===== config.mk =====
export PLATFORM = sky130hd
export DESIGN_NAME = lst_ctrl
export DESIGN_NICKNAME = d
export VERILOG_FILES = /design/src/hw/rtl/lst_pkg.sv /design/src/hw/rtl/lst_ctrl.sv
export SDC_FILE = /design/constraint.sdc
export NUM_CORES = 1
export LEC_CHECK = 0
export BUFFER_PORTS_ARGS = -buffer_cell sky130_fd_sc_hd__buf_2
export CAP_MARGIN = 5
export CORE_AREA = 2 2 39 41
export CTS_CLUSTER_DIAMETER = 80
export DETAILED_ROUTE_END_ITERATION = 7
export DIE_AREA = 0 0 41 43
export GPL_TIMING_DRIVEN = 0
export PLACE_DENSITY = 0.57
export SLEW_MARGIN = 20
export SYNTH_ARGS = -nofsm -noshare
export SYNTH_HDL_FRONTEND = slang
export SYNTH_SLANG_ARGS = --single-unit

===== constraint.sdc =====
create_clock -name clk_i -period 1.35 [get_ports clk_i]
set_clock_uncertainty 0.2 [all_clocks]
set_input_delay 0.135 -clock clk_i [delete_from_list [all_inputs] [get_ports clk_i]]
set_output_delay 0.135 -clock clk_i [all_outputs]
set_load 0.01 [all_outputs]

===== src/hw/rtl/lst_pkg.sv =====
// Package: shared constants, command codes, state and control types.
`default_nettype none
package lst_pkg;
  localparam int unsigned BucketCountDefault    = 1024;
  localparam int unsigned SlotsPerBucketDefault = 32;
  localparam int unsigned HashShift             = 5;
  localparam int unsigned AddrW                 = 32;
  localparam int unsigned CountW                = 32;
  localparam int unsigned DepthW                = 16;

  typedef enum logic [1:0] {
    CMD_LOCK   = 2'd0,
    CMD_TRY    = 2'd1,
    CMD_UNLOCK = 2'd2,
    CMD_CLEAR  = 2'd3
  } cmd_e;

  typedef enum logic [2:0] {
    ST_WIPE,
    ST_IDLE,
    ST_PROBE,
    ST_READ,
    ST_WAIT,
    ST_UPDATE,
    ST_OUT
  } state_e;

  // Controller to datapath
  typedef struct packed {
    logic capture;
    logic wipe_start;
    logic wipe_step;
    logic probe_start;
    logic probe_step;
    logic entry_read;
    logic entry_write;
    logic out_load;
  } ctrl_t;

  // Datapath to controller
  typedef struct packed {
    logic wipe_done;
    logic probe_done;
    logic is_clear;
  } stat_t;
endpackage
`default_nettype wire


===== src/hw/rtl/lst_ctrl.sv =====
// Controller: sequences wipe, probe, read-modify-write and result hand-off.
`default_nettype none
module lst_ctrl import lst_pkg::*; (
  input  wire logic  clk_i,
  input  wire logic  rst_ni,
  input  wire logic  in_valid_i,
  output logic       in_ready_o,
  output logic       out_valid_o,
  input  wire logic  out_ready_i,
  output ctrl_t      ctrl_o,
  input  wire stat_t stat_i,
  output state_e     state_o
);
  state_e state_q, state_d;
  logic   started_q;

  always_ff @(posedge clk_i or negedge rst_ni) begin
    if (!rst_ni) begin
      state_q   <= ST_WIPE;
      started_q <= 1'b0;
    end else begin
      state_q   <= state_d;
      started_q <= state_q == ST_WIPE;
    end
  end

  // Next state
  always_comb begin
    state_d = state_q;
    unique case (state_q)
      ST_WIPE:   if (started_q && stat_i.wipe_done) state_d = ST_IDLE;
      ST_IDLE:   if (in_valid_i) state_d = ST_PROBE;
      ST_PROBE:  if (stat_i.is_clear) state_d = ST_OUT;
                 else if (stat_i.probe_done) state_d = ST_READ;
      ST_READ:   state_d = ST_WAIT;
      ST_WAIT:   state_d = ST_UPDATE;
      ST_UPDATE: state_d = ST_OUT;
      ST_OUT:    if (out_ready_i) state_d = stat_i.is_clear ? ST_WIPE : ST_IDLE;
      default:   state_d = ST_IDLE;
    endcase
  end

  // Outputs
  always_comb begin
    ctrl_o      = '0;
    in_ready_o  = 1'b0;
    out_valid_o = 1'b0;
    unique case (state_q)
      ST_WIPE:   ctrl_o.wipe_start = !started_q;
      ST_IDLE: begin
        in_ready_o         = 1'b1;
        ctrl_o.capture     = in_valid_i;
        ctrl_o.probe_start = in_valid_i;
      end
      ST_PROBE: begin
        ctrl_o.probe_step = 1'b1;
        ctrl_o.out_load   = stat_i.is_clear;
      end
      ST_READ:   ctrl_o.entry_read = 1'b1;
      ST_WAIT:   ctrl_o.wipe_step = 1'b0;
      ST_UPDATE: begin
        ctrl_o.entry_write = 1'b1;
        ctrl_o.out_load    = 1'b1;
      end
      ST_OUT:    out_valid_o = 1'b1;
      default:   ctrl_o = '0;
    endcase
  end
  assign state_o = state_q;
endmodule
`default_nettype wire


; ---- Yosys cells after proc, flatten, opt, wreduce, memory -nomap -nowiden
; Index checks and enable logic that the tools add are counted.
[totals]
ff_bits = 4
out_inout_bits = 13
wordCells = 31
[op_classes]
n_eq_ne = 10
mux = 15
reduce_logical = 4
[ops]
columns = cell, n
row1 = one-hot mux 3 bit (7 select lines), 1
row2 = two-way mux 3 bit, 5
row3 = "== test 3 bit, second input constant", 3
row4 = two-way mux 1 bit, 8
row5 = "== test 3 x 2 -> 1 bit, second input constant", 2
row6 = "inequality test 2 bit, second input constant", 2
row7 = AND reduction 4 bit, 1
row8 = "== test 3 x 1 -> 1 bit, second input constant", 1
row9 = zero test 3 bit, 1
row10 = "inequality test 3 bit, second input constant", 1
row11 = "inequality test 2 x 1 -> 1 bit, second input constant", 1
row12 = one-hot mux 1 bit (2 select lines), 1
row13 = logical AND 1 bit, 1
row14 = zero test 1 bit, 1

; ---- Longest topological paths before layout
; Gate-level depths: netlist of the first run.
[depth]
word_depth = 3
mapped_depth = 5

; ---- Worst setup path after synthesis of the first run
; No wires, ideal clock.
[synth_path]
path_kind = register to output
start = reg state_q[0], in the netlist state_o[0]
end = out ctrl_o[7] (netlist bit)
arrival_ps = 1216
slack_ps = -201
path_stages_with_launch = 6
n_path_buf = 2
path_cell_list = dfrtp_1 > buf_2 > nand2b_1 > nor2_1 > and2_1 > buf_4
[synth_rtl]
columns = element, line_no
row1 = start: declaration, lst_ctrl.sv:14  ; state_e state_q, state_d;
row2 = start signal: assignment, lst_ctrl.sv:22  ; state_q <= state_d;
row3 = end: declaration, lst_ctrl.sv:10  ; output ctrl_t ctrl_o,

==> results.cfg, run 1 <==
[run_status]
status = finished with violations
failed_checks = hold timing, setup timing

[placed_design]
place_inst = 69
portBuffers = 18
gp_congestion = 0.700

[pwr]
p_leak_uw = 0.000322
power_uw = 1470
p_clk_share_pct = 12.1
power.switching_uw = 594
internal-power_uw = 874
seq_power_share_pct = 16.7
combPwrFrac_pct = 71.2
irDropWorstVdd_mv = 0.610
swShare_pct = 40.4
power_density_nw_per_um2 = 2390

[cts]
worst_skew_pair.late_latency_ps = 250
cts-buffers-inserted = 3
clock-sinks = 4
h-tree-depth = 1
clkTransAtPathRegs_ps = 50
root_buffer = clkbuf_4
cts_tree = built
cts_buffer_depth = 2

[hold_path]
min_path_type = input pin to flip-flop
hp-start = out_ready_i

[worst_setup_path]
critPathArrivalTime_ps = 1280
critPathMaxStageDelay_ps = 400
cpMostUsedCell = buf_6
crit_path_start = state_o[0]$_DFFE_PN0P_
worst_setup_path_start_kind = flip-flop
end_kind = primary output
critPathRequiredTime_ps = 1010
critical_path_buf_inv_count = 3
r2r-start = state_o[1]$_DFFE_PN0P_
critical_path.cell_chain = buf_6, nand2b_4, nor2_4, and2_4, buf_6, buf_6
crit_type = flip-flop to primary output
worst_path_max_delay_cell = dfrtp_1
r2r_slack_ps = -20
crit_family = flip-flops
worst-path-max-fanout = 6

[synth]
syn_inst = 35
ys.warnings.count = 0
synthesis.area_um2 = 294
ys_ff_latch = 4
synth_nets = 42
syn_avg_cell_area_um2 = 8.40
synth.distinct_cells = 20
yosysSeqAreaShare_pct = 34.0

[sta]
hold_viol_final = 1
fmax_mhz = 620
drv_slew = 0
period_share_pct = 119
rsz0062_at_grt = yes
min_period_ps = 1610
fin_ws_ps = -263
setup_violations = 10
fin_hold_ws_ps = -2.63

[floorplan]
start_util_pct = 21.2
core-area_um2 = 1380
io-pin-count = 20
die_area_um2 = 1760
die_h_um = 43
rows = 14
die_x_um = 41

[final_layout]
syn2layout_area_growth_pct = 109
final_cell_mix = buf_2, buf_4, buf_6
finalNonFillerCells = 84
drive_gt1_share_pct = 61.8
final_common_cell = buf_2
final_nets = 76
n_antenna_cell = 0

[job]
maxCapViolCount = 0

[routing]
drc_errors = 0
via_count = 382
wl_per_cell_um = 11.9
first_pass_iters = 4
ant_nets = 0
wl_um = 997
first_iter_violations = 5
vias_per_cell = 4.55

[global_route]
grt_pass1_wl_um = 1610
grt_max_degree = 8
grtUsageTotal_pct = 14.1
grt-ovfl-total = 0
grt_antenna_before_repair = 0
grt_pass1_vias = 373
final cells by class:
cell class                 instances  area [um2]
multi-input combinational         26         209
buffer                             5        56.3
tap                               16        20.0
timing repair buffer              29         200
fill                             137         771
sequential                         4         101
clock buffer                       4        26.3
registers in the layout (all words and copies together) (netlist names):
name	cells
started_q	1
state_o	3
per-stage QoR:
stage,setup TNS [ps],instance area (um2),utilization (%),hold slack (ps),setup WS [ps]
detailed placement,-151,434,31.4,-252,-108
finish,-1830,613,44.3,-2.63,-263
global route,-2370,613,44.3,29.8,-323
CTS,-1840,599,43.3,11.8,-252
floorplan,-63.7,324,-,-361,-40.3
global placement,-131,434,31.4,-258,-96.2
cell families (layout without fill, tap and decap cells):
logic type	count (synthesis)	in the layout	share of synthesized area, %
buf+inv	5	38	10.2
compound gates	10	10	21.3
flops	4	4	34.0
simple gates	15	15	33.2
other cells	1	1	1.28
synthesized netlist by cell type:
library cell	number	area, um2
nor3b_2	1	12.5
a21oi_1	2	10.0
and2_1	2	12.5
nand2_1	2	7.51
a21o_1	2	15.0
nor4_1	1	6.26
nor4b_1	1	8.76
nor2b_1	1	6.26
conb_1	1	3.75
nand2b_1	1	6.26
and3b_1	2	17.5
o21ai_0	4	20.0
dfrtp_1	4	100
a221o_1	1	10.0
a211oi_1	1	7.51
buf_4	2	15.0
buf_2	3	15.0
nand3b_1	1	7.51
nor3_1	1	5.00
nor2_1	2	7.51
per-layer routing:
metal  vias to the layer above  part of all wire [%]  global-route usage, %
li1                        185                     -                      -
met4                         0                   2.0                   12.0
met2                        16                    51                   21.9
met5                         -                     0                      0
met1                       179                    41                   14.8
met3                         2                   5.2                   3.14
power groups by stage:
stage          Combinational, uW  Clock [uW]  Sequential [uW]
2_1_floorplan                461           0              256
4_1_cts                     1010         181              243
6_report                    1040         178              245
3_5_place_dp                 682           0              249
5_1_grt                     1130         189              255
3_3_place_gp                 676           0              248
worst register-to-register path, stage by stage (launching register included):
cell and delay (ps):
dfrtp_1 410, buf_6 150, buf_4 140, a221o_1 320
what timing repair did:
item / 4_1_cts / 5_1_grt
endpoints found under the setup margin: 10 / 11
buffers inserted: 8 / 2
resized for setup: 11 / 2
pin swaps: 4 / 2
hold buffers: 2 / 0
endpoints found under the hold margin: 5 / 0
final timing paths:
| path | to | depth (start not counted) |
|---|---|---|
| worst max-delay path | ctrl_o[7] | 6 |
| worst max register to register | state_o[0]$_DFFE_PN0P_ | 3 |
| worst min register to register | state_o[1]$_DFFE_PN0P_ | 3 |
| min in group asynchronous | state_o[1]$_DFFE_PN0P_ | 2 |
| worst min-delay path | state_o[2]$_DFFE_PN0P_ | 4 |
| max in group asynchronous | state_o[0]$_DFFE_PN0P_ | 2 |
Power figures use the tool's default switching activity.
==> run 2, diff against run 1 <==
==> constraint.sdc (replaced) <==
create_clock -name clk_i -period 1.35 [get_ports clk_i]
set_clock_uncertainty 0.2 [all_clocks]
set_input_delay 0.0675 -clock clk_i [delete_from_list [all_inputs] [get_ports clk_i]]
set_output_delay 0.0675 -clock clk_i [all_outputs]
set_load 0.01 [all_outputs]
==> run 2 against run 1 <==
The flow finishes with violations (setup timing). Critical path depth stayed put. Register-to-register slack worse by 20 ps. Clock-buffer cell count is 1 lower. Via count is 6.5% higher. Critical path type unchanged. Die area stayed put. Maximum frequency is 7.1% higher. Wire length is 2.6% higher. Sequential cell count stayed put. Sequential power is 5% higher. First-iteration DRC count is 40% lower. Largest power group unchanged.
==> results.cfg, run 2 (synthesis results as in run 1) <==
[floorplan]
rows = 14
io-pin-count = 20
start_util_pct = 21.2
die_area_um2 = 1760
core-area_um2 = 1380
die_h_um = 43
die_x_um = 41

[cts]
cts_buffer_depth = 2
h-tree-depth = 1
root_buffer = clkbuf_4
clkTransAtPathRegs_ps = 40
cts-buffers-inserted = 3
clock-sinks = 4
cts_tree = built
worst_skew_pair.late_latency_ps = 230

[placed_design]
portBuffers = 18
gp_congestion = 0.700
place.detailed.hpwl_um = 592

[routing]
wl_per_cell_um = 11.5
via_count = 407
ant_nets = 0
drc_errors = 0
first_pass_iters = 2
vias_per_cell = 4.57
first_iter_violations = 3
wl_um = 1020

[worst_setup_path]
critPathArrivalTime_ps = 1240
worst_setup_path_start_kind = flip-flop
crit_path_start = state_o[0]$_DFFE_PN0P_
critical_path.cell_chain = buf_6, nand2b_4, nor2_4, and2_4, buf_6, buf_6
worst_path_max_delay_cell = dfrtp_1
cpMostUsedCell = buf_6
critPathRequiredTime_ps = 1080
r2r-start = state_o[2]$_DFFE_PN0P_
end_kind = primary output
worst-path-max-fanout = 5
crit_type = flip-flop to primary output
critPathMaxStageDelay_ps = 410

[hold_path]
hp-start = stat_i[2]
min_path_type = input pin to flip-flop

[sta]
setup_violations = 11
period_share_pct = 112
rsz0062_at_grt = yes
drv_slew = 0
fin_ws_ps = -156
fmax_mhz = 664
hold_viol_final = 0
finalSetupTns_ps = -966
min_period_ps = 1510

[run_status]
status = finished with violations
failed_checks = setup timing

[pwr]
power_density_nw_per_um2 = 2360
swShare_pct = 38.5
power.switching_uw = 634
irDropWorstVdd_mv = 0.825
p_clk_share_pct = 8.6
p_leak_uw = 0.000363
internal-power_uw = 1010
seq_power_share_pct = 15.6
combPwrFrac_pct = 75.8

[job]
maxCapViolCount = 0

[final_layout]
fill_cells = 137
final_nets = 82
multi_input_area_um2 = 223
regArea_um2 = 103
largest_register_ffs = 3
final_common_cell = buf_2
n_antenna_cell = 0
final_cell_mix = buf_2, buf_4, buf_6, dlygate4sd3_1, clkbuf_4
drive_gt1_share_pct = 67.1
final_core_util_pct = 50.5
syn2layout_area_growth_pct = 137

[global_route]
grt_pass1_vias = 373
grtUsageTotal_pct = 13.5
grt_max_degree = 11
grt_pass1_wl_um = 1550
grt_antenna_before_repair = 0
grt-ovfl-total = 0
-- run 2: changes by cell type in the layout (fill, tap and decap cells not counted), moves of 2 or more --
cell / delta
dlygate4sd3_1: +3
buf_2: +2
o21ai_0: -2
o21ai_2: +2
-- run 2: worst paths after layout --
kind,end,slack [ps],cells after the start
setup / recovery,ctrl_o[7],-160,6
hold / removal,state_o[0]$_DFFE_PN0P_,140,4
setup reg to reg,state_o[0]$_DFFE_PN0P_,-40,4
hold reg to reg,state_o[1]$_DFFE_PN0P_,510,2
max in group asynchronous,state_o[2]$_DFFE_PN0P_,230,3
min in group asynchronous,state_o[0]$_DFFE_PN0P_,530,3
-- run 2: timing repair --
action,CTS,global route
endpoints found under the hold margin,6,1
gates resized for setup,19,6
pin swaps,4,2
setup buffers,7,4
hold buffers,4,1
setup endpoints to repair,10,12
gates cloned,0,1
-- run 2: cell type report --
class                   instances  share of cell area [%]
flip-flops and latches          4                    14.7
well taps                      16                    2.87
repair buffers                 35                    39.2
plain buffers                   5                    8.06
multi-input cells              26                    31.9
clock buffers                   3                    3.23
-- run 2: per-stage QoR --
step           hold WS [ps]  total power, uW  cells  instance area [um2]  worst slack [ps]
4_1_cts                29.9             1430     83                  621              -179
2_1_floorplan          -428              645     35                  302             -11.8
6_report                142             1650     89                  698              -156
5_1_grt                 141             1770     89                  698              -231
3_3_place_gp           -326              849     69                  412             -59.6
3_5_place_dp           -324              857     69                  412             -57.9
-- run 2: power groups by stage --
| stage | clock, uW | combinational [uW] | sequential (uW) |
|---|---|---|---|
| 2_1_floorplan | 0 | 398 | 247 |
| 3_3_place_gp | 0 | 611 | 238 |
| 3_5_place_dp | 0 | 619 | 238 |
| 4_1_cts | 150 | 1040 | 246 |
| 5_1_grt | 161 | 1350 | 267 |
| 6_report | 142 | 1250 | 258 |
-- run 2: metal layers --
layer / part of all wire [%] / track usage [%] / routed length, um
met5: 0 / 0 / 0
met1: 41 / 13.5 / 416
met4: 0 / 6.00 / 0
met3: 5.4 / 6.28 / 55
met2: 54 / 22.2 / 551
-- run 2: worst max-delay path, delay by kind of cell, from the launching register on --
family        cells  cell delay (ps)
buf+inv           3              360
flops             1              410
simple gates      3              230
==> run 3, diff against run 2 <==
--- a/config.mk
+++ b/config.mk
@@ -13,6 +13,7 @@
 export DIE_AREA = 0 0 41 43
 export GPL_TIMING_DRIVEN = 0
 export PLACE_DENSITY = 0.57
+export SETUP_SLACK_MARGIN = 0.05
 export SLEW_MARGIN = 20
 export SYNTH_ARGS = -nofsm -noshare
 export SYNTH_HDL_FRONTEND = slang
==> run 3 against run 2 <==
The flow still finishes with violations (setup timing). Clock power rose by 30%. Total power rose by 0.76%. Sequential share of layout area fell by 0.26 points. Critical path depth fell by 1. Global-route usage rose by 2.0 points. Worst setup slack got worse by 25 ps. Critical endpoint unchanged. Via count rose by 0.74%. Cell count did not move.
==> results.cfg, run 3 (synthesis results as in run 1) <==
[worst_setup_path]
worst-path-max-fanout = 4
crit_path_start = state_o[1]$_DFFE_PN0P_
crit_type = flip-flop to primary output
critPathRequiredTime_ps = 1080
end_kind = primary output
worst_setup_path_start_kind = flip-flop
timing.rr.end = state_o[0]$_DFFE_PN0P_
r2r_slack_ps = -50
worstRegToRegCells = 4
r2r-start = state_o[1]$_DFFE_PN0P_
critPathArrivalTime_ps = 1260

[hold_path]
min_to = state_o[0]$_DFFE_PN0P_
hp-start = stat_i[1]
holdPathStages = 4
min_path_type = input pin to flip-flop

[routing]
ant_nets = 0
vias_per_cell = 4.61
first_iter_violations = 5
via_count = 410
wl_met1_um = 409
drc_errors = 0
wl_um = 1120
wl_met2_um = 615
top_layer_used = met4
wl_per_cell_um = 12.5
first_pass_iters = 3
wl_met3_um = 59

[global_route]
grt_max_degree = 9
grtUsageTotal_pct = 15.5
grt_antenna_before_repair = 0
grt_pass1_wl_um = 1780
grt-ovfl-total = 0
grt_pass1_vias = 401

[floorplan]
rows = 14
start_util_pct = 21.2
io-pin-count = 20
core-area_um2 = 1380
die_area_um2 = 1760
die_x_um = 41
die_h_um = 43

[final_layout]
largest_register_ffs = 3
drive_gt1_share_pct = 65.8
fill_cells = 138
n_antenna_cell = 0
finalNonFillerCells = 89
syn2layout_area_growth_pct = 139
final_core_util_pct = 50.7
final_nets = 81
final_common_cell = buf_2
final_cell_mix = buf_2, buf_6, buf_4, dlygate4sd3_1

[sta]
rsz0062_at_grt = yes
drv_slew = 0
period_share_pct = 113
fmax_mhz = 653
min_period_ps = 1530
hold_viol_final = 0
finalSetupTns_ps = -1150
setup_violations = 10
fin_ws_ps = -180

[cts]
root_buffer = clkbuf_4
h-tree-depth = 1
cts_tree = built
clock-sinks = 4
cts-buffers-inserted = 3
cts_buffer_depth = 2
clkTransAtPathRegs_ps = 50
worst_skew_pair.late_latency_ps = 260

[run_status]
failed_checks = setup timing
status = finished with violations

[placed_design]
place_inst = 69
gp_congestion = 0.647
pre_cts_ws_ps = -33.6
place.detailed.hpwl_um = 619
portBuffers = 18

[pwr]
irDropWorstVdd_mv = 0.681
p_leak_uw = 0.000356
power_density_nw_per_um2 = 2370

[job]
maxCapViolCount = 0
[run 3: cell counts in the layout (fill, tap and decap cells not counted)]
Identical to the previous run, type by type.
[run 3: worst max-delay path: stages, from the launching register on]
cell,delay (ps)
dfrtp_1,430
nand2b_4,170
nor2_4,80
and2_4,150
buf_6,80
buf_6,80
[run 3: cell type report]
class	instances	area, um2	area share [%]
repair buffers	34	268	38.1
multi-input cells	26	230	32.8
flip-flops and latches	4	101	14.4
plain buffers	5	56.3	8.02
clock buffers	4	26.3	3.74
well taps	16	20.0	2.85
[run 3: worst max path at each step]
stage                 to  slack, ps  depth (start not counted)
6_report       ctrl_o[7]       -180                          5
3_5_place_dp   ctrl_o[7]        -30                          6
5_1_grt        ctrl_o[0]       -230                          4
2_1_floorplan  ctrl_o[7]         30                          5
3_3_place_gp   ctrl_o[7]        -30                          6
4_1_cts        ctrl_o[0]       -170                          4
[run 3: repair_timing]
item	in CTS	in global routing
hold endpoints to repair	6	0
pin swaps	2	1
hold buffers	5	0
buffers inserted	7	4
cloned	0	0
endpoints found under the setup margin	10	11
resized for setup	9	14
[run 3: routing by layer]
metal,GRT usage (%),up-vias
met5,0,-
met4,12.0,0
met3,3.14,4
met2,23.4,15
met1,17.7,194
li1,-,197
[run 3: where the power goes]
group / switching (uW) / internal [uW]
sequential: 70.5 / 181
combinational: 523 / 702
clock: 71.3 / 112
total: 665 / 996
[run 3: through the flow]
stage / cell area [um2] / hold slack, ps / power (uW)
after floorplan: 320 / -428 / 705
after CTS: 606 / 137 / 1390
final: 702 / 158 / 1660
after global placement: 430 / -325 / 914
after global routing: 702 / 192 / 1770
after detailed placement: 430 / -320 / 919
